===== src/rtl/see_pkg.sv =====
package see_pkg;

  localparam int unsigned StackDepth = 32;
  localparam int unsigned PtrW       = $clog2(StackDepth);
  localparam int unsigned LevelW     = $clog2(StackDepth + 1);
  localparam int unsigned DataW      = 32;
  localparam int unsigned StepW      = $clog2(DataW + 1);

  localparam logic [7:0] ChZero  = 8'h30;
  localparam logic [7:0] ChNine  = 8'h39;
  localparam logic [7:0] ChPlus  = 8'h2B;
  localparam logic [7:0] ChMinus = 8'h2D;
  localparam logic [7:0] ChStar  = 8'h2A;
  localparam logic [7:0] ChSlash = 8'h2F;
  localparam logic [7:0] ChCaret = 8'h5E;

  typedef enum logic [2:0] {
    OpAdd,
    OpSub,
    OpMul,
    OpDiv,
    OpPow
  } op_e;

  typedef enum logic [3:0] {
    StIdle,
    StPop1,
    StPop2,
    StExec,
    StIter,
    StFix,
    StPush,
    StFinal,
    StOut
  } state_e;

  // controller -> datapath
  typedef struct packed {
    logic         load_sym;   // capture symbol, last flag and operator
    logic         push_digit; // push the digit of the captured symbol
    logic         pop_a;      // pop into first operand
    logic         pop_b;      // pop into second operand
    logic         exec_start; // set up arithmetic
    logic         exec_iter;  // one serial step
    logic         exec_fix;   // sign fix-up
    logic         push_res;   // push the result
    logic         final_pop;  // pop into the output register
    logic         clear;      // clear level and flags
  } cmd_t;

  // datapath -> controller
  typedef struct packed {
    logic is_digit;
    logic is_op;
    logic is_last;
    logic iter_done;
  } status_t;

endpackage


===== src/rtl/see_ctrl.sv =====
module see_ctrl (
  input  logic               clk_i,
  input  logic               rst_ni,
  input  logic               in_valid,
  output logic               in_stall,
  output logic               out_valid,
  input  logic               out_stall,
  input  see_pkg::status_t   status_i,
  output see_pkg::cmd_t      cmd_o
);

  see_pkg::state_e state_q, state_d;

  always_comb begin
    state_d = state_q;
    unique case (state_q)
      see_pkg::StIdle: if (in_valid) state_d = see_pkg::StPop1;
      see_pkg::StPop1: begin
        if (status_i.is_op)         state_d = see_pkg::StPop2;
        else if (status_i.is_last)  state_d = see_pkg::StFinal;
        else                        state_d = see_pkg::StIdle;
      end
      see_pkg::StPop2: state_d = see_pkg::StExec;
      see_pkg::StExec: state_d = see_pkg::StIter;
      see_pkg::StIter: if (status_i.iter_done) state_d = see_pkg::StFix;
      see_pkg::StFix:  state_d = see_pkg::StPush;
      see_pkg::StPush: state_d = status_i.is_last ? see_pkg::StFinal : see_pkg::StIdle;
      see_pkg::StFinal: state_d = see_pkg::StOut;
      see_pkg::StOut:  if (!out_stall) state_d = see_pkg::StIdle;
      default:         state_d = see_pkg::StIdle;
    endcase
  end

  // StPop1 doubles as digit push
  always_comb begin
    cmd_o     = '0;
    in_stall  = 1'b1;
    out_valid = 1'b0;
    unique case (state_q)
      see_pkg::StIdle: begin
        in_stall       = 1'b0;
        cmd_o.load_sym = in_valid;
      end
      see_pkg::StPop1: begin
        cmd_o.push_digit = status_i.is_digit;
        cmd_o.pop_a      = status_i.is_op;
      end
      see_pkg::StPop2: cmd_o.pop_b      = 1'b1;
      see_pkg::StExec: cmd_o.exec_start = 1'b1;
      see_pkg::StIter: cmd_o.exec_iter  = 1'b1;
      see_pkg::StFix:  cmd_o.exec_fix   = 1'b1;
      see_pkg::StPush: cmd_o.push_res   = 1'b1;
      see_pkg::StFinal: begin
        cmd_o.final_pop = 1'b1;
        cmd_o.clear     = 1'b1;
      end
      see_pkg::StOut:  out_valid = 1'b1;
      default: ;
    endcase
  end

  always_ff @(posedge clk_i or negedge rst_ni) begin
    if (!rst_ni) begin
      state_q <= see_pkg::StIdle;
    end else begin
      state_q <= state_d;
    end
  end

endmodule


===== config.mk =====
export PLATFORM = sky130hd
export DESIGN_NAME = see_ctrl
export DESIGN_NICKNAME = d
export VERILOG_FILES = /design/src/rtl/see_pkg.sv /design/src/rtl/see_ctrl.sv
export SDC_FILE = /design/constraint.sdc
export NUM_CORES = 1
export LEC_CHECK = 0
export CELL_PAD_IN_SITES_DETAIL_PLACEMENT = 1
export CELL_PAD_IN_SITES_GLOBAL_PLACEMENT = 2
export CORE_AREA = 2 2 39 41
export CTS_BUF_LIST = sky130_fd_sc_hd__clkbuf_8 sky130_fd_sc_hd__clkbuf_16
export DETAILED_ROUTE_END_ITERATION = 7
export DIE_AREA = 0 0 41 43
export DONT_BUFFER_PORTS = 1
export PLACE_DENSITY_LB_ADDON = 0.15
export SYNTH_ARGS = -nofsm -noshare
export SYNTH_HDL_FRONTEND = slang
export SYNTH_SLANG_ARGS = --single-unit

===== constraint.sdc =====
create_clock -name clk_i -period 1.5 [get_ports clk_i]
set_input_delay 0.15 -clock clk_i [delete_from_list [all_inputs] [get_ports clk_i]]
set_output_delay 0.15 -clock clk_i [all_outputs]
set_load 0.05 [all_outputs]

==> flow_metrics.env <==
export IMPL_status="finished, final reports clean"
export IMPL_io_buffers=0
export IMPL_dp_hpwl_um=790
export IMPL_grt_met2_usage=0.206
export IMPL_post_place_cells=64
export IMPL_drv_slew=0
export IMPL_dr_pass1_iters=4
export IMPL_core_area_um2=1380
export IMPL_htree_num_levels=1
export IMPL_grtUsageMet1=0.149
export IMPL_worstSetupPathType="reg -> out"
export IMPL_grt_pass1_vias=360
export IMPL_finalSetupTns_ns=0
export IMPL_rows=14
export IMPL_synth_nets=46
export IMPL_setup_violations=0
export IMPL_setup_ws_ns=0.0455
export IMPL_synth_edf_count=0
export IMPL_finalCoreUtilization=0.456
export IMPL_cts_tree="done"
export IMPL_largest_register_ffs=4
export IMPL_drtAntennaViolNets=0
export IMPL_min_path_type="in -> reg"
export IMPL_reg_top3="state_q: 4 flops"
export IMPL_synth_top_area_frac=0.309
export IMPL_avgSynthCellArea_um2=8.53
export IMPL_postPlaceCellArea_um2=512
export IMPL_clk_pin_slew_worst_paths_ns=0.03
export IMPL_p_leak_nw=0.282
export IMPL_tightest_slew_ns=0.333
export IMPL_grtUsageTotal=0.131
export IMPL_critPathArrivalTime_ns=1.30
export IMPL_cts_buffers=3
export IMPL_final_cell_area_um2=631
export IMPL_busiest_layer="met2"
export IMPL_fin_cells=73
export IMPL_routedWlPerCell_um=14.8
export IMPL_layout_drive_gt1_share=0.667
export IMPL_yosys_warnings=0
export IMPL_gr_total_overflow=0
export IMPL_vias=364
export IMPL_netlist_area_um2=324
export IMPL_viasPerCell=4.99
export IMPL_maxCapViolCount=0
export IMPL_clkSinkCount=4
export IMPL_grt_pass1_wl_um=1560
export IMPL_grt_start_max_net_pins=10
export IMPL_skew_ns=0.00166
export IMPL_cp_end_kind="output pin"
export IMPL_route_detailed_drc=0
export IMPL_ys_seq_area_frac=0.309
export IMPL_areaGrowthSynthToFinish_pct=94.6
export IMPL_crit_slowest_cell="dfrtp_2"
export IMPL_place_congestion=0.765
export IMPL_critPathMaxStageDelay_ns=0.44
export IMPL_syn_inst=38
export IMPL_fin_nets=67
export IMPL_die_x_um=41
export IMPL_whs_ns=0.0596
export IMPL_max_freq_ghz=0.688
export IMPL_crit_path_max_fanout=7
export IMPL_irDropWorstVdd_uv=1110
export IMPL_netlist_top_cells_count="dfrtp_1 (4), nor2_1 (4)"
export IMPL_routed_wl_um=1080
export IMPL_fin_crit_sh=0.970
export IMPL_ios=20
export IMPL_initial_core_util=0.234
export IMPL_ys_seq_elements=4
export IMPL_die_h_um=43
export IMPL_cp_required_ns=1.35
export IMPL_grt_antenna_before_repair=0
export IMPL_use_met3=0.0314
export IMPL_crit_chain="buf_4, nor4b_4, buf_6"
export IMPL_drtIter0Drc=5
export IMPL_diodes=0
export IMPL_clk_path_buf_depth=2
export IMPL_synth_flop_cell="dfrtp_1"
export IMPL_synth_distinct_cells=23
export IMPL_finalCriticalPeriod_ns=1.45
export IMPL_synth_async_reset_ratio=1.00
export IMPL_pre_cts_slack_ns=0.162
export IMPL_finalPower_mw=1.72
export IMPL_start_kind="flip-flop"
export IMPL_die_area_um2=1760
export IMPL_regMostFlops="state_q"
export IMPL_cts_root_buf="clkbuf_8"
export IMPL_ys_top_cells_by_area="dfrtp_1 (31%), and3_1 (5.8%), nand2b_1 (5.8%), nor3_1 (4.6%), a21o_1 (4.6%)"
export IMPL_synth_top_area_cell="dfrtp_1"
export IMPL_relSlewSlack=0.778
export IMPL_hold_viol=0
export IMPL_pwr_density_cell_nw_per_um2=2730
export IMPL_clock_latency_ns=0.21
## per-layer routing
metal | up-vias | part of all wire
li1 | 176 | -
met1 | 175 | 0.40
met2 | 13 | 0.55
met3 | 0 | 0.055
met4 | 0 | 0
met5 | - | 0
## where the power goes
group          internal [mW]  total (mW)  switching, mW
sequential             0.167       0.289          0.122
combinational          0.531        1.21          0.683
clock                  0.171       0.220         0.0499
## logic make-up after synthesis
kind of cell           count (synthesis)  share of synthesized area
and+or+nand+nor                       21                      0.371
buffers and inverters                  4                     0.0849
DFF                                    4                      0.309
AOI/OAI and AO/OA                      8                      0.205
muxes                                  1                     0.0309
## critical path, delay by kind of cell (launching register included)
family | cells | cell delay, ns
buf+inv | 2 | 0.37
flops | 1 | 0.44
simple gates | 1 | 0.27
## cell usage in the layout (no fill, tap or decap), types with 2 or more instances in the layout
cell type and count:
nor3_2 3, nand2_1 3, dfrtp_2 3, nand2b_1 2, a21o_1 2, clkbuf_8 3, buf_4 12, buf_12 5
nor2_2 2, and3_1 3
## final timing paths
kind,cells past startpoint,end,slack [ns],start
setup / recovery,3,out_valid,0.05,state_q[2]
hold / removal,1,state_q[3],0.06,out_stall
setup reg to reg,2,state_q[0],0.19,state_q[1]
hold reg to reg,1,state_q[0],0.63,state_q[3]
max in group asynchronous,1,state_q[0],1.12,rst_ni
min in group asynchronous,1,state_q[3],0.20,rst_ni
## area by class of cell
cell class | instances | area, um2
Inverter | 1 | 3.75
Sequential cell | 4 | 104
Clock buffer | 3 | 41.3
Multi-Input combinational cell | 30 | 250
Fill cell | 159 | 753
Timing Repair Buffer | 19 | 211
Tap cell | 16 | 20.0
## what timing repair did
action	4_1_cts	5_1_grt
endpoints found under the setup margin	9	10
resized for setup	5	5
hold endpoints to repair	4	0
setup buffers	0	5
hold buffers	1	0
(Power assumes the default switching activity.)
